**config.mk**
```make
export PLATFORM = sky130hd
export DESIGN_NAME = tsp_branch_and_bound_top_flat
export DESIGN_NICKNAME = d
export VERILOG_FILES = /design/src/rtl/tsp_bb_pkg.sv /design/src/rtl/tsp_bb_if.sv /design/src/rtl/tsp_bb_ram.sv /design/src/rtl/tsp_bb_ctrl.sv /design/src/rtl/tsp_bb_dp.sv /design/src/rtl/tsp_branch_and_bound_top.sv /design/src/flat_wrapper.sv
export SDC_FILE = /design/constraint.sdc
export NUM_CORES = 1
export LEC_CHECK = 0
export BUFFER_PORTS_ARGS = -buffer_cell sky130_fd_sc_hd__buf_2
export CAP_MARGIN = 20
export CORE_MARGIN = 4
export CORE_UTILIZATION = 55
export DETAILED_ROUTE_END_ITERATION = 10
export PLACE_DENSITY = 0.82
export SLEW_MARGIN = 5
export SYNTH_ARGS = -nofsm -noshare
export SYNTH_HDL_FRONTEND = slang
export SYNTH_SLANG_ARGS = --single-unit
export TNS_END_PERCENT = 1
```
**constraint.sdc**
```tcl
create_clock -name clk -period 9.6 [get_ports clk]
set_clock_uncertainty 0.2 [all_clocks]
set_input_delay 0.48 -clock clk [delete_from_list [all_inputs] [get_ports clk]]
set_output_delay 0.48 -clock clk [all_outputs]
set_load 0.05 [all_outputs]
```
**src/rtl/tsp_bb_pkg.sv**
```systemverilog
`default_nettype none
package tsp_bb_pkg;

  localparam int TOUR_W = 18;

  typedef enum logic [3:0] {
    ST_IDLE, ST_MIN_RD, ST_MIN_AC, ST_MIN_ROW, ST_INIT, ST_DISP,
    ST_EDGE, ST_DROP, ST_TEST, ST_LEAF, ST_BACK, ST_OUT
  } state_t;

  typedef enum logic [3:0] {
    OP_NONE, OP_LOAD, OP_MIN_RD, OP_MIN_AC, OP_MIN_ROW, OP_INIT, OP_DISP_RD,
    OP_SKIP, OP_EDGE_OK, OP_DROP, OP_PUSH, OP_LEAF, OP_BACK, OP_OUT_START,
    OP_OUT_NEXT
  } dp_op_t;

  typedef struct packed {
    logic k_last;
    logic r_last;
    logic at_leaf;
    logic cand_end;
    logic edge_ok;
    logic lvl_one;
    logic take;
    logic out_last;
  } dp_stat_t;

endpackage
`default_nettype wire

```
**src/rtl/tsp_bb_if.sv**
```systemverilog
`default_nettype none
interface tsp_in_if #(
  parameter int IDX_W  = 2,
  parameter int COST_W = 16
) ();
  logic              valid;
  logic              ready;
  logic [IDX_W-1:0]  row_index;
  logic [IDX_W-1:0]  col_index;
  logic [COST_W-1:0] edge_cost;
  logic              last_entry;

  modport source (output valid, row_index, col_index, edge_cost, last_entry, input ready);
  modport sink   (input valid, row_index, col_index, edge_cost, last_entry, output ready);
endinterface

interface tsp_out_if import tsp_bb_pkg::*; #(
  parameter int IDX_W = 2
) ();
  logic              valid;
  logic              ready;
  logic [IDX_W-1:0]  path_node;
  logic [TOUR_W-1:0] tour_cost;
  logic              found;
  logic              last_node;

  modport source (output valid, path_node, tour_cost, found, last_node, input ready);
  modport sink   (input valid, path_node, tour_cost, found, last_node, output ready);
endinterface
`default_nettype wire

```
**src/rtl/tsp_bb_ram.sv**
```systemverilog
`default_nettype none
module tsp_bb_ram #(
  parameter int WIDTH = 16,
  parameter int DEPTH = 16
) (
  input  wire logic                     clk,
  input  wire logic                     we,
  input  wire logic [$clog2(DEPTH)-1:0] waddr,
  input  wire logic [WIDTH-1:0]         wdata,
  input  wire logic                     re,
  input  wire logic [$clog2(DEPTH)-1:0] raddr,
  output logic      [WIDTH-1:0]         rdata
);
  logic [WIDTH-1:0] mem_r [DEPTH];

  always_ff @(posedge clk) begin
    if (we) begin
      mem_r[waddr] <= wdata;
    end
    if (re) begin
      rdata <= mem_r[raddr];
    end
  end
endmodule
`default_nettype wire

```
**src/rtl/tsp_bb_ctrl.sv**
```systemverilog
`default_nettype none
module tsp_bb_ctrl import tsp_bb_pkg::*; (
  input  wire logic     clk,
  input  wire logic     rst_n,
  input  wire logic     in_valid,
  input  wire logic     in_last,
  output logic          in_ready,
  input  wire logic     out_ready,
  input  wire dp_stat_t stat,
  output dp_op_t        op
);
  state_t state_r, state_nxt;

  always_ff @(posedge clk) begin
    if (!rst_n) begin
      state_r <= ST_IDLE;
    end else begin
      state_r <= state_nxt;
    end
  end

  always_comb begin
    state_nxt = state_r;
    unique case (state_r)
      ST_IDLE:    if (in_valid && in_last) state_nxt = ST_MIN_RD;
      ST_MIN_RD:  state_nxt = ST_MIN_AC;
      ST_MIN_AC:  state_nxt = stat.k_last ? ST_MIN_ROW : ST_MIN_RD;
      ST_MIN_ROW: state_nxt = stat.r_last ? ST_INIT : ST_MIN_RD;
      ST_INIT:    state_nxt = ST_DISP;
      ST_DISP: begin
        if (stat.at_leaf) state_nxt = ST_LEAF;
        else if (stat.cand_end) state_nxt = ST_BACK;
        else state_nxt = ST_EDGE;
      end
      ST_EDGE:    state_nxt = stat.edge_ok ? ST_DROP : ST_DISP;
      ST_DROP:    state_nxt = ST_TEST;
      ST_TEST:    state_nxt = ST_DISP;
      ST_LEAF:    state_nxt = ST_BACK;
      ST_BACK:    state_nxt = stat.lvl_one ? ST_OUT : ST_DISP;
      ST_OUT:     if (out_ready && stat.out_last) state_nxt = ST_IDLE;
      default:    state_nxt = ST_IDLE;
    endcase
  end

  always_comb begin
    op       = OP_NONE;
    in_ready = 1'b0;
    unique case (state_r)
      ST_IDLE: begin
        in_ready = 1'b1;
        if (in_valid) op = OP_LOAD;
      end
      ST_MIN_RD:  op = OP_MIN_RD;
      ST_MIN_AC:  op = OP_MIN_AC;
      ST_MIN_ROW: op = OP_MIN_ROW;
      ST_INIT:    op = OP_INIT;
      ST_DISP:    if (stat.at_leaf || !stat.cand_end) op = OP_DISP_RD;
      ST_EDGE:    op = stat.edge_ok ? OP_EDGE_OK : OP_SKIP;
      ST_DROP:    op = OP_DROP;
      ST_TEST:    op = stat.take ? OP_PUSH : OP_SKIP;
      ST_LEAF:    op = OP_LEAF;
      ST_BACK:    op = stat.lvl_one ? OP_OUT_START : OP_BACK;
      ST_OUT:     if (out_ready) op = OP_OUT_NEXT;
      default:    op = OP_NONE;
    endcase
  end
endmodule
`default_nettype wire

```
**src/rtl/tsp_bb_dp.sv**
```systemverilog
`default_nettype none
module tsp_bb_dp import tsp_bb_pkg::*; #(
  parameter int NODES     = 4,
  parameter int COST_BITS = 16
) (
  input  wire logic                       clk,
  input  wire logic                       rst_n,
  input  wire dp_op_t                     op,
  input  wire logic [$clog2(NODES)-1:0]   row_index,
  input  wire logic [$clog2(NODES)-1:0]   col_index,
  input  wire logic [COST_BITS-1:0]       edge_cost,
  output dp_stat_t                        stat,
  output logic                            out_valid,
  output logic [$clog2(NODES)-1:0]        out_node,
  output logic [TOUR_W-1:0]               out_cost,
  output logic                            out_found,
  output logic                            out_last
);
  localparam int NB   = $clog2(NODES);
  localparam int LB   = $clog2(NODES + 1);
  localparam int AW   = $clog2(NODES * NODES);
  localparam int C    = COST_BITS;
  localparam int SUMW = C + NB + 1;
  localparam int WW   = C + LB;
  localparam int BW   = C + NB + 3;
  localparam int SW   = BW + 1;

  // row minima
  logic [NB-1:0]   r_r, k_r;
  logic [C-1:0]    lo_r, nx_r;
  logic [SUMW-1:0] sum_r;
  // search stack
  logic [LB-1:0]          lvl_r, cur_r;
  logic [LB-1:0]          cand_r   [NODES];
  logic [NB-1:0]          path_r   [NODES];
  logic signed [BW-1:0]   bound_r  [NODES];
  logic [WW-1:0]          weight_r [NODES];
  logic [NODES-1:0]       visited_r;
  logic [NB-1:0]          best_path_r [NODES];
  logic [WW-1:0]          best_cost_r;
  logic                   best_valid_r;
  logic [C-1:0]           e_r, pmin_r;
  logic signed [BW-1:0]   b_r;
  logic [WW-1:0]          w_r;
  // result register
  logic [LB-1:0]          ok_r;
  logic                   out_valid_r, out_found_r, out_last_r;
  logic [NB-1:0]          out_node_r;
  logic [TOUR_W-1:0]      out_cost_r;

  logic [C-1:0]     cost_rd;
  logic [2*C-1:0]   min_rd;
  logic             cost_we, cost_re, min_re;
  logic [AW-1:0]    cost_waddr, cost_raddr;
  logic [NB-1:0]    min_raddr;
  logic [LB-1:0]    lvl_m1, ok_nxt;
  logic [NB-1:0]    idx_m1, idx_l, prev, cur_idx;
  logic [C:0]       drop_sum;
  logic [WW-1:0]    leaf_res;
  logic signed [SW-1:0] tot;
  logic             leaf_better;

  assign lvl_m1   = lvl_r - LB'(1);
  assign idx_m1   = lvl_m1[NB-1:0];
  assign idx_l    = lvl_r[NB-1:0];
  assign prev     = path_r[idx_m1];
  assign cur_idx  = cur_r[NB-1:0];
  assign drop_sum = {1'b0, pmin_r} + {1'b0, min_rd[2*C-1:C]};
  assign leaf_res = weight_r[idx_m1] + WW'(cost_rd);
  assign tot      = $signed({b_r[BW-1], b_r}) + $signed({{(SW-WW){1'b0}}, w_r});
  assign leaf_better = (cost_rd != '0) && (!best_valid_r || leaf_res < best_cost_r);
  assign ok_nxt   = ok_r + LB'(1);

  assign cost_we    = (op == OP_LOAD) && (32'(row_index) < NODES) && (32'(col_index) < NODES);
  assign cost_waddr = AW'(row_index) * AW'(NODES) + AW'(col_index);
  assign cost_re    = (op == OP_MIN_RD) || (op == OP_DISP_RD);
  assign min_re     = (op == OP_DISP_RD) || (op == OP_EDGE_OK);
  assign min_raddr  = (op == OP_EDGE_OK) ? cur_idx : prev;

  always_comb begin
    if (op == OP_MIN_RD) begin
      cost_raddr = AW'(r_r) * AW'(NODES) + AW'(k_r);
    end else if (lvl_r == LB'(NODES)) begin
      cost_raddr = AW'(prev) * AW'(NODES);
    end else begin
      cost_raddr = AW'(prev) * AW'(NODES) + AW'(cur_idx);
    end
  end

  tsp_bb_ram #(.WIDTH(C), .DEPTH(NODES * NODES)) u_cost_ram (
    .clk(clk), .we(cost_we), .waddr(cost_waddr), .wdata(edge_cost),
    .re(cost_re), .raddr(cost_raddr), .rdata(cost_rd)
  );

  tsp_bb_ram #(.WIDTH(2 * C), .DEPTH(NODES)) u_min_ram (
    .clk(clk), .we(op == OP_MIN_ROW), .waddr(r_r), .wdata({lo_r, nx_r}),
    .re(min_re), .raddr(min_raddr), .rdata(min_rd)
  );

  always_comb begin
    stat.k_last   = (k_r == NB'(NODES - 1));
    stat.r_last   = (r_r == NB'(NODES - 1));
    stat.at_leaf  = (lvl_r == LB'(NODES));
    stat.cand_end = (cur_r == LB'(NODES));
    stat.edge_ok  = (cost_rd != '0) && !visited_r[cur_idx];
    stat.lvl_one  = (lvl_r == LB'(1));
    stat.take     = !best_valid_r || (tot < $signed({{(SW-WW){1'b0}}, best_cost_r}));
    stat.out_last = out_last_r;
  end

  always_ff @(posedge clk) begin
    if (!rst_n) begin
      out_valid_r  <= 1'b0;
      best_valid_r <= 1'b0;
      visited_r    <= '0;
      lvl_r        <= '0;
      cur_r        <= '0;
    end else begin
      case (op)
        OP_LOAD: begin
          r_r   <= '0;
          k_r   <= '0;
          sum_r <= '0;
          lo_r  <= '1;
          nx_r  <= '1;
        end
        OP_MIN_AC: begin
          if (k_r != r_r) begin
            if (cost_rd <= lo_r) begin
              nx_r <= lo_r;
              lo_r <= cost_rd;
            end else if (cost_rd <= nx_r && cost_rd != lo_r) begin
              nx_r <= cost_rd;
            end
          end
          k_r <= stat.k_last ? '0 : k_r + NB'(1);
        end
        OP_MIN_ROW: begin
          sum_r <= sum_r + SUMW'(lo_r) + SUMW'(nx_r);
          r_r   <= r_r + NB'(1);
          lo_r  <= '1;
          nx_r  <= '1;
        end
        OP_INIT: begin
          bound_r[0]   <= $signed(BW'((sum_r + SUMW'(1)) >> 1));
          weight_r[0]  <= '0;
          path_r[0]    <= '0;
          visited_r    <= NODES'(1);
          lvl_r        <= LB'(1);
          cur_r        <= '0;
          best_valid_r <= 1'b0;
          best_cost_r  <= '1;
        end
        OP_SKIP: cur_r <= cur_r + LB'(1);
        OP_EDGE_OK: begin
          e_r    <= cost_rd;
          pmin_r <= stat.lvl_one ? min_rd[2*C-1:C] : min_rd[C-1:0];
        end
        OP_DROP: begin
          b_r <= bound_r[idx_m1] - $signed(BW'(drop_sum[C:1]));
          w_r <= weight_r[idx_m1] + WW'(e_r);
        end
        OP_PUSH: begin
          path_r[idx_l]      <= cur_idx;
          bound_r[idx_l]     <= b_r;
          weight_r[idx_l]    <= w_r;
          cand_r[idx_l]      <= cur_r;
          visited_r[cur_idx] <= 1'b1;
          lvl_r              <= lvl_r + LB'(1);
          cur_r              <= '0;
        end
        OP_LEAF: begin
          if (leaf_better) begin
            best_path_r  <= path_r;
            best_cost_r  <= leaf_res;
            best_valid_r <= 1'b1;
          end
        end
        OP_BACK: begin
          visited_r[prev] <= 1'b0;
          cur_r           <= cand_r[idx_m1] + LB'(1);
          lvl_r           <= lvl_m1;
        end
        OP_OUT_START: begin
          ok_r        <= '0;
          out_valid_r <= 1'b1;
          out_node_r  <= best_valid_r ? best_path_r[0] : '0;
          out_cost_r  <= best_valid_r ? TOUR_W'(best_cost_r) : '0;
          out_found_r <= best_valid_r;
          out_last_r  <= !best_valid_r;
        end
        OP_OUT_NEXT: begin
          if (out_last_r) begin
            out_valid_r <= 1'b0;
          end else begin
            ok_r       <= ok_nxt;
            out_node_r <= (ok_nxt < LB'(NODES)) ? best_path_r[ok_nxt[NB-1:0]] : '0;
            out_last_r <= (ok_nxt == LB'(NODES));
          end
        end
        default: ;
      endcase
    end
  end

  assign out_valid = out_valid_r;
  assign out_node  = out_node_r;
  assign out_cost  = out_cost_r;
  assign out_found = out_found_r;
  assign out_last  = out_last_r;
endmodule
`default_nettype wire

```
**src/rtl/tsp_branch_and_bound_top.sv**
```systemverilog
// Travelling-salesman solver, depth-first branch and bound over a NODES x NODES matrix.
// Input channel in_ch: one matrix entry per item (row, column, cost; cost 0 = no edge).
//   An entry whose row or column is NODES or more is dropped. in_ready is high while idle.
// The item flagged last_entry stores its entry and starts the search; in_ready stays low
//   until every result of that search has been taken.
// Search: a minima pass through the single read port of the cost memory, then the tree
//   walk over branches and leaves, whose length depends on how much of the tree the
//   bound prunes.
// Result channel out_ch: NODES+1 items (tour nodes, then node 0) each carrying the cost
//   and found=1, last_node on the final one; or a single item with found=0 if no tour.
//   The result register holds an item while out_ready is low and the controller waits.
// Reset (rst_n, synchronous, active low) returns the controller to idle and drops any
//   pending result; matrix contents are kept but must be reloaded before use.
`default_nettype none
module tsp_branch_and_bound_top import tsp_bb_pkg::*; #(
  parameter int NODES     = 4,
  parameter int COST_BITS = 16
) (
  input wire logic  clk,
  input wire logic  rst_n,
  tsp_in_if.sink    in_ch,
  tsp_out_if.source out_ch
);
  dp_op_t   op;
  dp_stat_t stat;

  // sequencer: load, minima pass, tree walk, result emission
  tsp_bb_ctrl u_ctrl (
    .clk(clk), .rst_n(rst_n),
    .in_valid(in_ch.valid), .in_last(in_ch.last_entry), .in_ready(in_ch.ready),
    .out_ready(out_ch.ready), .stat(stat), .op(op)
  );

  // matrix memory, row minima, search stack and result register
  tsp_bb_dp #(.NODES(NODES), .COST_BITS(COST_BITS)) u_dp (
    .clk(clk), .rst_n(rst_n), .op(op),
    .row_index(in_ch.row_index), .col_index(in_ch.col_index), .edge_cost(in_ch.edge_cost),
    .stat(stat),
    .out_valid(out_ch.valid), .out_node(out_ch.path_node), .out_cost(out_ch.tour_cost),
    .out_found(out_ch.found), .out_last(out_ch.last_node)
  );
endmodule
`default_nettype wire

```
**src/flat_wrapper.sv**
```systemverilog
// flat-port wrapper written by rule: the top's interface ports become plain ports
module tsp_branch_and_bound_top_flat import tsp_bb_pkg::*;
#(
  parameter int NODES     = 4,
  parameter int COST_BITS = 16
)
  (clk, rst_n, in_ch_valid, in_ch_row_index, in_ch_col_index, in_ch_edge_cost, in_ch_last_entry, in_ch_ready, out_ch_valid, out_ch_path_node, out_ch_tour_cost, out_ch_found, out_ch_last_node, out_ch_ready);
  tsp_in_if #(.IDX_W(2), .COST_W(COST_BITS)) in_ch_i ();
  tsp_out_if #(.IDX_W(2)) out_ch_i ();
  input wire logic clk;
  input wire logic rst_n;
  input wire logic [$bits(in_ch_i.valid)-1:0] in_ch_valid;
  input wire logic [$bits(in_ch_i.row_index)-1:0] in_ch_row_index;
  input wire logic [$bits(in_ch_i.col_index)-1:0] in_ch_col_index;
  input wire logic [$bits(in_ch_i.edge_cost)-1:0] in_ch_edge_cost;
  input wire logic [$bits(in_ch_i.last_entry)-1:0] in_ch_last_entry;
  output wire logic [$bits(in_ch_i.ready)-1:0] in_ch_ready;
  output wire logic [$bits(out_ch_i.valid)-1:0] out_ch_valid;
  output wire logic [$bits(out_ch_i.path_node)-1:0] out_ch_path_node;
  output wire logic [$bits(out_ch_i.tour_cost)-1:0] out_ch_tour_cost;
  output wire logic [$bits(out_ch_i.found)-1:0] out_ch_found;
  output wire logic [$bits(out_ch_i.last_node)-1:0] out_ch_last_node;
  input wire logic [$bits(out_ch_i.ready)-1:0] out_ch_ready;
  assign in_ch_i.valid = in_ch_valid;
  assign in_ch_i.row_index = in_ch_row_index;
  assign in_ch_i.col_index = in_ch_col_index;
  assign in_ch_i.edge_cost = in_ch_edge_cost;
  assign in_ch_i.last_entry = in_ch_last_entry;
  assign in_ch_ready = in_ch_i.ready;
  assign out_ch_valid = out_ch_i.valid;
  assign out_ch_path_node = out_ch_i.path_node;
  assign out_ch_tour_cost = out_ch_i.tour_cost;
  assign out_ch_found = out_ch_i.found;
  assign out_ch_last_node = out_ch_i.last_node;
  assign out_ch_i.ready = out_ch_ready;
  tsp_branch_and_bound_top #(.NODES(NODES), .COST_BITS(COST_BITS)) u_core (.clk(clk), .rst_n(rst_n), .in_ch(in_ch_i), .out_ch(out_ch_i));
endmodule
```
==> run metrics <==
critical path class=flip-flop to flip-flop; drt total wl=91.5 mm; measured slew at the worst slew-check pin=1080 ps; largest cells by area after synthesis=edfxtp_1, ha_1, nand2_1, mux4_2, a211oi_1; Final ANT Viol Nets=0; I/O pins=49; Post-CTS Setup Inserts=0; Final Hold Viols=0; met2 Track Usage GR=40.4%; share of layout cells above drive strength 1=11.4%; Mean Syn Cell Area=13.4 sq um; top-area cell type share of the netlist area=61.8%; status=complete, no violations; Post-Syn Instances=2855; Via-to-Cell Ratio=6.35; IO Port Bufs=48; # setup viols final=0; Cell Area, Synth=0.0381 sq mm; Leakage=14.8 nW; row cnt=96; Critical Path RT=9650 ps; FF/Latch Area=0.0239 sq mm; Tcrit/Tclk final=71.8%; Syn Nets=3082; Diodes inserted=0; # Max-Cap Violations=0; critical path endpoint category=flip-flop; EDFF count, synth=785; synth-to-layout area growth=10.7%; Die ar.=0.0736 sq mm; Core Box Area=0.0687 sq mm; min Tclk post-route=6890 ps; final core utilization=61.5%; Total GRT Usage=24.4%; pin count of the biggest net entering global routing=93; Ys Warns=0; global routing's busiest layer=met2; antenna violations before repair=2; post-synth cell types=84; grt total ovfl=0; Clock Latency Late Sink=650 ps; met1 usage=31.8%; unrepaired setup endpoints after global routing=false; relative slew slack=27.5%; nets@finish=3140; mean routed wirelength per cell=23.4 um; Hold WS=27.7 ps; Remaining DRCs=0; Die Y=271 um; TritonCTS clock tree=yes; count of pins over their slew limit=0; crit path launch type=flip-flop; grt met3 use=4.38%; GP Congestion=0.945; initial core utilization=55.5%; initial drt markers=2565; Min-Delay Path Class=input pin to flip-flop; H-tree depth=3; #FFs+latches synth=801; DP HPWL=59.9 mm; DIE WIDTH=271 um; vias in the first global route=24692; hold_buf cts=0; root buf cell=clkbuf_16; setup TNS=0 ps; CP arrival=6940 ps; critical path fanouts, max=44; Multi-input gate area=0.0135 sq mm; VDD IR-drop max=0.179 mV; PD cells=196 mW/mm^2; post-CTS resize count=0; global-route wire length before repair=141 mm; asr flop ratio synth=0%; Vias=24814; Final Instance Area=0.0422 sq mm; sequential area share after synthesis=62.7%; total CTS buffers=79; Main synth FF type=edfxtp_1; area leader, netlist=edfxtp_1; Clock Tree Buf Depth=3; clk sinks=801; Max Clk Rate=0.145 GHz; DRT Pass-1 Iters=5; clock slew at reported path FFs=60 ps; filler instances=4952; DP Area=0.0396 sq mm
-- cells by family (layout without fill, tap and decap cells) --
| group | after synthesis | count (layout) | synth area share (%) |
|---|---|---|---|
| simple gates | 807 | 807 | 10.4 |
| flops | 801 | 801 | 62.7 |
| compound gates | 622 | 622 | 11.2 |
| buf+inv | 234 | 354 | 2.38 |
| fa+ha+maj | 202 | 202 | 7.06 |
| xor+xnor | 96 | 96 | 2.21 |
| mux | 93 | 93 | 4.02 |
-- synth_stat cells, types with 6 or more instances --
cell / n
a211o_1: 7
a211oi_1: 127
a21boi_0: 6
a21o_1: 30
a21oi_1: 131
a311oi_1: 37
a31oi_1: 77
and2_0: 10
and2_1: 105
and3_1: 47
buf_1: 8
buf_2: 11
clkbuf_1: 108
dfxtp_1: 16
edfxtp_1: 785
fa_1: 22
ha_1: 180
inv_1: 104
mux2_1: 9
mux2_2: 19
mux2i_1: 18
mux4_2: 44
nand2_1: 269
nand2b_1: 26
nand3_1: 48
nand4_1: 13
nor2_1: 134
nor2b_1: 24
nor3_1: 55
nor3b_1: 7
nor4_1: 11
o211ai_1: 40
o21a_1: 23
o21ai_0: 59
o21ai_1: 11
o21bai_1: 13
or2_2: 7
or3_1: 33
xnor2_1: 74
xor2_1: 22
-- placed cells by master (no fill, tap or decap), types with 13 or more instances in the layout --
cell	Yosys	routed
nor2_1	134	130
mux2_2	19	18
a21o_1	30	30
inv_1	104	104
a211oi_1	127	126
nand4_1	13	13
buf_4	0	54
o211ai_1	40	40
a21oi_1	131	129
buf_2	11	48
a31oi_1	77	77
o21ai_0	59	59
nor2b_1	24	23
mux2i_1	18	14
xor2_1	22	22
o21a_1	23	23
nand2_1	269	269
nand3_1	48	48
or3_1	33	33
dfxtp_1	16	15
ha_1	180	179
a311oi_1	37	37
mux4_2	44	44
clkinv_1	1	16
nor3_1	55	49
o21bai_1	13	13
and3_1	47	47
clkinv_2	0	19
and2_1	105	105
xnor2_1	74	74
fa_1	22	22
edfxtp_1	785	785
clkbuf_16	0	80
nand2b_1	26	26
-- registers in the layout, summed over array words and instances, names as in the netlist, 8 cells and up --
register / cells
u_core.u_dp.pmin_r: 16
u_core.u_dp.u_cost_ram.rdata: 16
u_core.u_dp.b_r: 21
u_core.u_dp.lo_r: 16
u_core.u_dp.nx_r: 16
u_core.u_dp.weight_r: 76
u_core.u_dp.u_min_ram.mem_r: 128
u_core.u_dp.best_path_r: 8
u_core.u_dp.out_cost: 18
u_core.u_dp.u_min_ram.rdata: 32
u_core.u_dp.sum_r: 19
u_core.u_dp.bound_r: 84
u_core.u_dp.cand_r: 9
u_core.u_dp.best_cost_r: 19
u_core.u_dp.u_cost_ram.mem_r: 256
u_core.u_dp.e_r: 16
u_core.u_dp.w_r: 19
-- final timing paths --
kind              cells past startpoint  slack, ps                   from                             endpoint
setup reg to reg                     18       2710   u_core.u_dp.lvl_r[0]           u_core.u_dp.best_path_r[4]
hold reg to reg                       0        260  u_core.u_dp.path_r[4]           u_core.u_dp.best_path_r[4]
setup / recovery                     18       2710   u_core.u_dp.lvl_r[0]           u_core.u_dp.best_path_r[4]
hold / removal                        1         30     in_ch_edge_cost[1]  u_core.u_dp.u_cost_ram.mem_r[14][1]
-- where the power goes --
part / switching [mW] / internal, mW
sequential: 0.104 / 3.95
combinational: 0.717 / 0.426
clock: 1.33 / 1.74
-- critical path, cell delays in order, from the launching register on --
cell	delay, ps
dfxtp_4	460
inv_1	180
ha_2	520
buf_4	660
mux4_2	430
ha_1	350
a21oi_1	120
o21bai_1	180
a31o_2	220
a311oi_1	140
o41ai_1	700
xor2_1	180
ha_1	340
and4_1	220
a2111oi_0	400
nand2_1	100
a21oi_1	140
nor3_1	110
nor3_1	850
-- metrics by stage --
| stage | setup slack (ps) | power (mW) | instances |
|---|---|---|---|
| finish | 2710 | 8.27 | 3906 |
| CTS | 2810 | 8.26 | 3901 |
| detailed placement | 2870 | 5.23 | 3758 |
| global placement | 3060 | 5.17 | 3758 |
| global route | 2270 | 8.56 | 3906 |
| floorplan | 275 | 4.87 | 2855 |
-- cell type report --
class / instances / share of cell area (%)
flip-flops and latches: 801 / 56.6
clock inverters: 51 / 1.14
repair buffers: 106 / 1.74
inverters: 105 / 0.933
multi-input cells: 1820 / 32.0
well taps: 931 / 2.76
clock buffers: 92 / 4.87
-- metal layers --
metal	part of all wire (%)	up-vias
met5	0.014	-
met4	4.5	2
met1	38	12285
met2	49	1239
li1	-	11045
met3	8.5	243
Power figures use the tool's default switching activity.
